--- config.mk ---
export PLATFORM = sky130hd
export DESIGN_NAME = fixed_partition_fit_allocator_flat
export DESIGN_NICKNAME = d
export VERILOG_FILES = /design/src/design/fpfa_pkg.sv /design/src/design/fpfa_if.sv /design/src/design/fixed_partition_fit_allocator.sv /design/src/design/fpfa_cfg_regs.sv /design/src/design/fpfa_cell.sv /design/src/flat_wrapper.sv
export SDC_FILE = /design/constraint.sdc
export NUM_CORES = 2
export LEC_CHECK = 0
export BUFFER_PORTS_ARGS = -buffer_cell sky130_fd_sc_hd__buf_2
export CAP_MARGIN = 30
export CORE_MARGIN = 1
export CORE_UTILIZATION = 45
export CTS_CLUSTER_DIAMETER = 200
export DETAILED_ROUTE_END_ITERATION = 10
export SYNTH_ARGS = -nofsm -noshare
export SYNTH_HDL_FRONTEND = slang
export SYNTH_HIERARCHICAL = 1
export SYNTH_SLANG_ARGS = --single-unit
--- constraint.sdc ---
create_clock -name i_clk -period 11 [get_ports i_clk]
set_input_delay 0.55 -clock i_clk [delete_from_list [all_inputs] [get_ports i_clk]]
set_output_delay 0.55 -clock i_clk [all_outputs]
set_load 0.02 [all_outputs]
--- src/design/fpfa_pkg.sv ---
// fpfa_pkg: shared types and codes of the fixed-partition fit allocator
// used by the interfaces, the cells, the register block and the top level
// no dependencies
package fpfa_pkg;

    // field widths of the request and result channels
    localparam int OP_W     = 1;
    localparam int SLOT_W   = 4;
    localparam int AMOUNT_W = 16;
    localparam int CHOSEN_W = 4;
    localparam int LEFT_W   = 16;

    // configuration port
    localparam int APB_ADDR_W = 3;
    localparam int APB_DATA_W = 32;
    localparam int POLICY_W   = 2;
    localparam int COUNT_W    = 5;

    // register word index (byte address bit 2)
    localparam logic REG_FIT_POLICY = 1'b0;
    localparam logic REG_PART_COUNT = 1'b1;

    // reset values of the registers
    localparam logic [POLICY_W-1:0] POLICY_RESET = 2'd0;
    localparam logic [COUNT_W-1:0]  COUNT_RESET  = 5'd16;

    // fit policies; the unused code behaves as first fit
    localparam logic [POLICY_W-1:0] FIT_FIRST = 2'd0;
    localparam logic [POLICY_W-1:0] FIT_BEST  = 2'd1;
    localparam logic [POLICY_W-1:0] FIT_WORST = 2'd2;

    // request opcodes
    localparam logic [OP_W-1:0] OP_LOAD    = 1'b0;
    localparam logic [OP_W-1:0] OP_REQUEST = 1'b1;

    // configuration as seen by the datapath
    typedef struct packed {
        logic [POLICY_W-1:0] policy;
        logic [COUNT_W-1:0]  count;
    } t_cfg;

    // flags that travel with the search record along the cell chain
    typedef struct packed {
        logic valid;
        logic found;
    } t_scan_ctl;

endpackage

--- src/design/fpfa_if.sv ---
// fpfa_if: valid/ready channels of the fit allocator
// fpfa_item_if carries incoming requests, fpfa_res_if carries results
// depends on fpfa_pkg
interface fpfa_item_if;
    logic                          valid;
    logic                          ready;
    logic [fpfa_pkg::OP_W-1:0]     op;
    logic [fpfa_pkg::SLOT_W-1:0]   slot;
    logic [fpfa_pkg::AMOUNT_W-1:0] amount;

    modport source (output valid, op, slot, amount, input ready);
    modport sink   (input valid, op, slot, amount, output ready);
endinterface

interface fpfa_res_if;
    logic                          valid;
    logic                          ready;
    logic                          granted;
    logic [fpfa_pkg::CHOSEN_W-1:0] chosen;
    logic [fpfa_pkg::LEFT_W-1:0]   leftover;

    modport source (output valid, granted, chosen, leftover, input ready);
    modport sink   (input valid, granted, chosen, leftover, output ready);
endinterface

--- src/design/fixed_partition_fit_allocator.sv ---
// fixed_partition_fit_allocator: top level of the fixed-partition fit allocator
// chain of fpfa_cell partitions, fpfa_cfg_regs, channels from fpfa_if
// depends on fpfa_pkg
//
//  channel   | dir | handshake             | payload
//  ----------+-----+-----------------------+--------------------------------
//  i_item    | in  | valid / ready         | op, slot, amount
//  o_res     | out | valid / ready         | granted, chosen, leftover
//  apb       | in  | psel, penable, pready | paddr, pwdata, prdata
//
// a request walks the partition chain one cell per cycle; at the chain end
// its result is held in the pending result register and then moves to the
// output register; a load writes the pending result register when it is
// accepted and does not enter the chain
// one item is in work at a time; the next is taken once the result sits in
// the output register, which holds it while o_res.ready is low
// reset is synchronous, active low; it frees all partitions, sizes stay unknown
module fixed_partition_fit_allocator #(
    parameter int PARTITIONS = 16,
    parameter int SIZE_BITS  = 16
) (
    input  logic                            i_clk,
    input  logic                            i_rst_n,
    fpfa_item_if.sink                       i_item,
    fpfa_res_if.source                      o_res,
    input  logic                            psel,
    input  logic                            penable,
    input  logic                            pwrite,
    input  logic [fpfa_pkg::APB_ADDR_W-1:0] paddr,
    input  logic [fpfa_pkg::APB_DATA_W-1:0] pwdata,
    output logic [fpfa_pkg::APB_DATA_W-1:0] prdata,
    output logic                            pready
);
    import fpfa_pkg::*;

    localparam int PIDX_W = (PARTITIONS > 1) ? $clog2(PARTITIONS) : 1;
    localparam int IDX_W  = (PIDX_W > CHOSEN_W) ? PIDX_W : CHOSEN_W;

    localparam logic [1:0] ST_IDLE = 2'd0;
    localparam logic [1:0] ST_SCAN = 2'd1;
    localparam logic [1:0] ST_DONE = 2'd2;

    t_cfg cfg;

    fpfa_cfg_regs u_cfg (
        .i_clk   (i_clk),
        .i_rst_n (i_rst_n),
        .psel    (psel),
        .penable (penable),
        .pwrite  (pwrite),
        .paddr   (paddr),
        .pwdata  (pwdata),
        .prdata  (prdata),
        .pready  (pready),
        .o_cfg   (cfg)
    );

    logic [1:0]          r_state;
    logic [1:0]          n_state;
    logic                accept;
    logic                out_free;
    logic                scan_end;
    logic                slot_ok;
    logic [SIZE_BITS-1:0] item_amount;

    // pending result, waiting for the output register
    logic                r_res_granted;
    logic [CHOSEN_W-1:0] r_res_chosen;
    logic [LEFT_W-1:0]   r_res_left;

    // output register
    logic                r_out_valid;
    logic                r_out_granted;
    logic [CHOSEN_W-1:0] r_out_chosen;
    logic [LEFT_W-1:0]   r_out_left;

    // search record along the chain
    t_scan_ctl            chain_ctl    [PARTITIONS+1];
    logic [SIZE_BITS-1:0] chain_amount [PARTITIONS+1];
    logic [IDX_W-1:0]     chain_idx    [PARTITIONS+1];
    logic [SIZE_BITS-1:0] chain_left   [PARTITIONS+1];

    assign i_item.ready = (r_state == ST_IDLE);
    assign accept       = i_item.valid && i_item.ready;
    assign out_free     = !r_out_valid || o_res.ready;
    assign scan_end     = chain_ctl[PARTITIONS].valid;
    assign slot_ok      = 32'(i_item.slot) < 32'(PARTITIONS);
    assign item_amount  = SIZE_BITS'(i_item.amount);

    // record entering the first cell
    always_comb begin
        chain_ctl[0].valid = accept && (i_item.op == OP_REQUEST);
        chain_ctl[0].found = 1'b0;
        chain_amount[0]    = item_amount;
        chain_idx[0]       = '0;
        chain_left[0]      = '0;
    end

    // partition cells
    for (genvar j = 0; j < PARTITIONS; j++) begin : g_cell
        logic load_en;
        logic mark_en;

        assign load_en = accept && (i_item.op == OP_LOAD)
                         && (32'(i_item.slot) == 32'(j));
        assign mark_en = scan_end && chain_ctl[PARTITIONS].found
                         && (chain_idx[PARTITIONS] == IDX_W'(j));

        fpfa_cell #(
            .CELL_IDX  (j),
            .SIZE_BITS (SIZE_BITS),
            .IDX_W     (IDX_W)
        ) u_cell (
            .i_clk       (i_clk),
            .i_rst_n     (i_rst_n),
            .i_cfg       (cfg),
            .i_load_en   (load_en),
            .i_load_size (item_amount),
            .i_mark_en   (mark_en),
            .i_ctl       (chain_ctl[j]),
            .i_amount    (chain_amount[j]),
            .i_idx       (chain_idx[j]),
            .i_left      (chain_left[j]),
            .o_ctl       (chain_ctl[j+1]),
            .o_amount    (chain_amount[j+1]),
            .o_idx       (chain_idx[j+1]),
            .o_left      (chain_left[j+1])
        );
    end

    // sequencer
    always_comb begin
        n_state = r_state;
        unique case (r_state)
            ST_IDLE: begin
                if (accept) begin
                    n_state = (i_item.op == OP_LOAD) ? ST_DONE : ST_SCAN;
                end
            end
            ST_SCAN: begin
                if (scan_end) begin
                    n_state = ST_DONE;
                end
            end
            ST_DONE: begin
                if (out_free) begin
                    n_state = ST_IDLE;
                end
            end
            default: n_state = ST_IDLE;
        endcase
    end

    always_ff @(posedge i_clk) begin
        if (!i_rst_n) begin
            r_state <= ST_IDLE;
        end else begin
            r_state <= n_state;
        end
    end

    // capture the result of a load or of the finished scan
    always_ff @(posedge i_clk) begin
        if (accept && (i_item.op == OP_LOAD)) begin
            r_res_granted <= slot_ok;
            r_res_chosen  <= i_item.slot;
            r_res_left    <= '0;
        end else if ((r_state == ST_SCAN) && scan_end) begin
            r_res_granted <= chain_ctl[PARTITIONS].found;
            r_res_chosen  <= chain_ctl[PARTITIONS].found
                             ? chain_idx[PARTITIONS][CHOSEN_W-1:0] : '0;
            r_res_left    <= chain_ctl[PARTITIONS].found
                             ? LEFT_W'(chain_left[PARTITIONS]) : '0;
        end
    end

    // output register
    always_ff @(posedge i_clk) begin
        if (!i_rst_n) begin
            r_out_valid <= 1'b0;
        end else if ((r_state == ST_DONE) && out_free) begin
            r_out_valid <= 1'b1;
        end else if (o_res.ready) begin
            r_out_valid <= 1'b0;
        end
    end

    always_ff @(posedge i_clk) begin
        if ((r_state == ST_DONE) && out_free) begin
            r_out_granted <= r_res_granted;
            r_out_chosen  <= r_res_chosen;
            r_out_left    <= r_res_left;
        end
    end

    assign o_res.valid    = r_out_valid;
    assign o_res.granted  = r_out_granted;
    assign o_res.chosen   = r_out_chosen;
    assign o_res.leftover = r_out_left;

endmodule

--- src/design/fpfa_cfg_regs.sv ---
// fpfa_cfg_regs: apb register block holding fit policy and partition count
// depends on fpfa_pkg
module fpfa_cfg_regs (
    input  logic                              i_clk,
    input  logic                              i_rst_n,
    input  logic                              psel,
    input  logic                              penable,
    input  logic                              pwrite,
    input  logic [fpfa_pkg::APB_ADDR_W-1:0]   paddr,
    input  logic [fpfa_pkg::APB_DATA_W-1:0]   pwdata,
    output logic [fpfa_pkg::APB_DATA_W-1:0]   prdata,
    output logic                              pready,
    output fpfa_pkg::t_cfg                    o_cfg
);
    import fpfa_pkg::*;

    logic [POLICY_W-1:0] r_policy;
    logic [COUNT_W-1:0]  r_count;
    logic                wr_en;

    assign pready = 1'b1;
    assign wr_en  = psel && penable && pwrite;

    // register writes, decoded on the word index
    always_ff @(posedge i_clk) begin
        if (!i_rst_n) begin
            r_policy <= POLICY_RESET;
            r_count  <= COUNT_RESET;
        end else if (wr_en) begin
            unique case (paddr[2])
                REG_FIT_POLICY: r_policy <= pwdata[POLICY_W-1:0];
                REG_PART_COUNT: r_count  <= pwdata[COUNT_W-1:0];
                default: ;
            endcase
        end
    end

    // read back
    always_comb begin
        unique case (paddr[2])
            REG_FIT_POLICY: prdata = APB_DATA_W'(r_policy);
            REG_PART_COUNT: prdata = APB_DATA_W'(r_count);
            default:        prdata = '0;
        endcase
    end

    assign o_cfg.policy = r_policy;
    assign o_cfg.count  = r_count;

endmodule

--- src/design/fpfa_cell.sv ---
// fpfa_cell: one partition of the allocator chain
// holds the partition size and in-use mark, updates the passing search record
// depends on fpfa_pkg
module fpfa_cell #(
    parameter int CELL_IDX  = 0,
    parameter int SIZE_BITS = 16,
    parameter int IDX_W     = 4
) (
    input  logic                 i_clk,
    input  logic                 i_rst_n,
    input  fpfa_pkg::t_cfg       i_cfg,
    input  logic                 i_load_en,
    input  logic [SIZE_BITS-1:0] i_load_size,
    input  logic                 i_mark_en,
    input  fpfa_pkg::t_scan_ctl  i_ctl,
    input  logic [SIZE_BITS-1:0] i_amount,
    input  logic [IDX_W-1:0]     i_idx,
    input  logic [SIZE_BITS-1:0] i_left,
    output fpfa_pkg::t_scan_ctl  o_ctl,
    output logic [SIZE_BITS-1:0] o_amount,
    output logic [IDX_W-1:0]     o_idx,
    output logic [SIZE_BITS-1:0] o_left
);
    import fpfa_pkg::*;

    logic [SIZE_BITS-1:0] r_size;
    logic                 r_used;
    t_scan_ctl            r_ctl;
    logic [SIZE_BITS-1:0] r_amount;
    logic [IDX_W-1:0]     r_idx;
    logic [SIZE_BITS-1:0] r_left;

    t_scan_ctl            n_ctl;
    logic [SIZE_BITS-1:0] n_left;
    logic [IDX_W-1:0]     n_idx;
    logic                 active;
    logic                 fits;
    logic                 better;
    logic                 take;
    logic [SIZE_BITS-1:0] my_left;

    // partition size, no reset
    always_ff @(posedge i_clk) begin
        if (i_load_en) begin
            r_size <= i_load_size;
        end
    end

    // in-use mark: a load frees, a grant takes
    always_ff @(posedge i_clk) begin
        if (!i_rst_n) begin
            r_used <= 1'b0;
        end else if (i_load_en) begin
            r_used <= 1'b0;
        end else if (i_mark_en) begin
            r_used <= 1'b1;
        end
    end

    // candidate test against the record coming from the left neighbor
    assign active  = 32'(CELL_IDX) < 32'(i_cfg.count);
    assign fits    = active && !r_used && (r_size >= i_amount);
    assign my_left = r_size - i_amount;

    always_comb begin
        case (i_cfg.policy)
            FIT_BEST:  better = my_left < i_left;
            FIT_WORST: better = my_left > i_left;
            default:   better = 1'b0;
        endcase
    end

    assign take = i_ctl.valid && fits && (!i_ctl.found || better);

    always_comb begin
        n_ctl.valid = i_ctl.valid;
        n_ctl.found = i_ctl.found || take;
        n_idx       = take ? IDX_W'(CELL_IDX) : i_idx;
        n_left      = take ? my_left : i_left;
    end

    // hand the record to the right neighbor
    always_ff @(posedge i_clk) begin
        if (!i_rst_n) begin
            r_ctl <= '0;
        end else begin
            r_ctl <= n_ctl;
        end
    end

    always_ff @(posedge i_clk) begin
        r_amount <= i_amount;
        r_idx    <= n_idx;
        r_left   <= n_left;
    end

    assign o_ctl    = r_ctl;
    assign o_amount = r_amount;
    assign o_idx    = r_idx;
    assign o_left   = r_left;

endmodule

--- src/flat_wrapper.sv ---
// flat-port wrapper written by rule: the top's interface ports become plain ports
module fixed_partition_fit_allocator_flat import fpfa_pkg::*;
#(
    parameter int PARTITIONS = 16,
    parameter int SIZE_BITS  = 16
)
  (i_clk, i_rst_n, psel, penable, pwrite, paddr, pwdata, prdata, pready, i_item_valid, i_item_op, i_item_slot, i_item_amount, i_item_ready, o_res_valid, o_res_granted, o_res_chosen, o_res_leftover, o_res_ready);
  fpfa_item_if i_item_i ();
  fpfa_res_if o_res_i ();
  input  logic i_clk;
  input  logic i_rst_n;
  input  logic psel;
  input  logic penable;
  input  logic pwrite;
  input  logic [fpfa_pkg::APB_ADDR_W-1:0] paddr;
  input  logic [fpfa_pkg::APB_DATA_W-1:0] pwdata;
  output logic [fpfa_pkg::APB_DATA_W-1:0] prdata;
  output logic pready;
  input wire logic [$bits(i_item_i.valid)-1:0] i_item_valid;
  input wire logic [$bits(i_item_i.op)-1:0] i_item_op;
  input wire logic [$bits(i_item_i.slot)-1:0] i_item_slot;
  input wire logic [$bits(i_item_i.amount)-1:0] i_item_amount;
  output wire logic [$bits(i_item_i.ready)-1:0] i_item_ready;
  output wire logic [$bits(o_res_i.valid)-1:0] o_res_valid;
  output wire logic [$bits(o_res_i.granted)-1:0] o_res_granted;
  output wire logic [$bits(o_res_i.chosen)-1:0] o_res_chosen;
  output wire logic [$bits(o_res_i.leftover)-1:0] o_res_leftover;
  input wire logic [$bits(o_res_i.ready)-1:0] o_res_ready;
  assign i_item_i.valid = i_item_valid;
  assign i_item_i.op = i_item_op;
  assign i_item_i.slot = i_item_slot;
  assign i_item_i.amount = i_item_amount;
  assign i_item_ready = i_item_i.ready;
  assign o_res_valid = o_res_i.valid;
  assign o_res_granted = o_res_i.granted;
  assign o_res_chosen = o_res_i.chosen;
  assign o_res_leftover = o_res_i.leftover;
  assign o_res_i.ready = o_res_ready;
  fixed_partition_fit_allocator #(.PARTITIONS(PARTITIONS), .SIZE_BITS(SIZE_BITS)) u_core (.i_clk(i_clk), .i_rst_n(i_rst_n), .i_item(i_item_i), .o_res(o_res_i), .psel(psel), .penable(penable), .pwrite(pwrite), .paddr(paddr), .pwdata(pwdata), .prdata(prdata), .pready(pready));
endmodule
==> impl_metrics.ini <==
[outcome]
status = completed

[sta]
period_minus_slack_ns = 5.456
rsz0062_at_grt = false
max_slew.worst_pin.slew_ns = 0.9813
setup_viol_count_final = 0
slew_headroom = 0.3440
tns_ns = 0
skew_ns = 0.03783
final_hold_viol_count = 0
slew_violations = 0
max_freq_ghz = 0.1833
period_share = 0.4960

[routing]
dr.pass1.iters = 8
drt-total-wl_mm = 123.1
vias = 33390
ant_nets = 0
drc_errors = 0
wl_per_cell_um = 19.58
drt_iter0_drc = 2207
routed_via_density = 5.312

[placement]
gp_congestion = 0.8647
portBuffers = 61
hpwl_mm = 92.70

[floorplan]
die_x_um = 330.3
coreArea_um2 = 106900
ios = 119
dieArea_um2 = 109100
fp.dieH_um = 330.3
start_util = 0.4536
num_rows = 120

[critical_path]
worstPathRequired_ns = 11.57
endpoint_kind = register
crit_type = register to register
cp.arrival_ns = 6.02
cp_max_fo = 12
startpoint_type = register

[finish]
area_growth_pct = 11.85
layout-drive-gt1-share = 0.1170
fin_util = 0.5073
nets = 5415

[global_routing]
overflow = 0
grt_max_degree = 56
antenna_found_initial = 12
grt_pass1_vias = 32020
grt_use_total = 0.2245
grt_pass1_wl_mm = 186.4

[pwr]
cellLeakagePower_nw = 24.16
vdd_drop_max_uv = 131.1
power_density_nw_per_um2 = 156.5

[cts]
cts_setup_buffers = 0
clock_path_buffers = 3
cts_resized = 0
cts_max_level = 3
root_buffer = clkbuf_16
clk_pin_slew_ns = 0.06
cts_hold_buffers = 0
cts.sinks = 916
clk_latency_ns = 0.69
cts_tree = yes
cts_buffers = 101

[logic_synthesis]
ys.warnings.count = 6
synth_area_um2 = 48490
synth_cells = 4629
avgSynthCellArea_um2 = 10.47

[run]
drv_cap = 0

[worst_hold_path]
hold_path_class = primary input to register
where the power goes:
part           total, W  switching [W]  internal (W)
Sequential      0.00373      0.0000968       0.00364
Combinational   0.00112       0.000656      0.000467
Clock           0.00363        0.00143       0.00221
worst max-delay path, stage by stage (launching register included):
cell and delay [ns]:
dfxtp_1 0.37, inv_1 0.06, ha_1 0.35, a211oi_1 0.28, nor2_1 0.11, o31ai_1 0.37, a21boi_0 0.33, a221oi_1 0.40
xnor2_1 0.16, ha_1 0.32, nand4_2 0.19, or4_4 0.59, a21o_1 0.18, nand4_1 0.10, mux2_4 0.31, o21ai_2 0.51
buf_4 0.36, mux2_4 0.33
routing by layer:
metal,wire (µm),GRT usage,part of all wire,vias up
met5,32,0,0.00026,-
met4,3460,0.07093,0.028,6
met3,6236,0.03537,0.051,194
met2,57590,0.3740,0.47,721
met1,55770,0.2975,0.45,15830
li1,-,-,-,16630
metrics by stage:
step	setup slack (ns)	hold slack [ns]	cells	cell area (µm²)	power [W]
global route	5.196	0.1019	6284	54230	0.008867
detailed placement	5.426	0.3349	6091	50530	0.004918
CTS	5.464	0.07801	6283	54200	0.008579
finish	5.544	0.1178	6285	54230	0.008490
global placement	5.554	0.3358	6089	50490	0.004896
floorplan	6.691	0.3308	4693	48730	0.004592
area by class of cell:
class,count,area [µm²]
Multi-Input combinational cell,3003,24480
Clock inverter,50,740.7
Antenna cell,1,2.502
Inverter,666,2500
Tap cell,1403,1755
Sequential cell,916,21150
Timing Repair Buffer,104,675.6
Fill cell,9752,52670
Clock buffer,142,2928
registers in the layout, indices dropped and copies added, names as in the netlist:
name,cells
u_core/g_cell.u_cell/o_amount,240
u_core/g_cell.u_cell/o_ctl,32
u_core/g_cell.u_cell/o_idx,64
u_core/g_cell.u_cell/o_left,256
u_core/g_cell.u_cell/r_size,256
u_core/g_cell.u_cell/r_used,16
u_core/o_res.chosen,4
u_core/o_res.granted,1
u_core/o_res.leftover,16
u_core/o_res.valid,1
u_core/r_res_chosen,4
u_core/r_res_granted,1
u_core/r_res_left,16
u_core/r_state,2
u_core/u_cfg/r_count,5
u_core/u_cfg/r_policy,2
path summary, 6_finish.rpt:
check             slack (ns)                             endpoint                                start  cells past startpoint
setup / recovery        5.54    u_core/g_cell[6].u_cell/o_left[9]  u_core/g_cell[5].u_cell/o_amount[4]                     17
hold / removal          0.12              u_core/u_cfg/r_count[3]                            pwdata[3]                      3
hold reg to reg         0.34  u_core/g_cell[1].u_cell/o_amount[2]  u_core/g_cell[0].u_cell/o_amount[2]                      0
setup reg to reg        5.54    u_core/g_cell[6].u_cell/o_left[9]  u_core/g_cell[5].u_cell/o_amount[4]                     17
layout by cell type, fill, tap and decap left out, types with 46 or more instances in the layout:
cell and n:
dfxtp_1 633, a21o_1 92, mux2_4 125, buf_2 61
xnor2_1 113, inv_1 664, a21oi_1 320, ha_1 544
o21ai_0 134, nand2b_1 52, conb_1 67, nand3_1 59
nor2_1 174, mux2i_1 52, nor3_1 46, clkbuf_16 106
o21a_1 50, nand2_1 225, nor2b_1 72, mux2_1 73
nand4_1 70, edfxtp_1 281, xor2_1 58
Power figures use the tool's default switching activity.
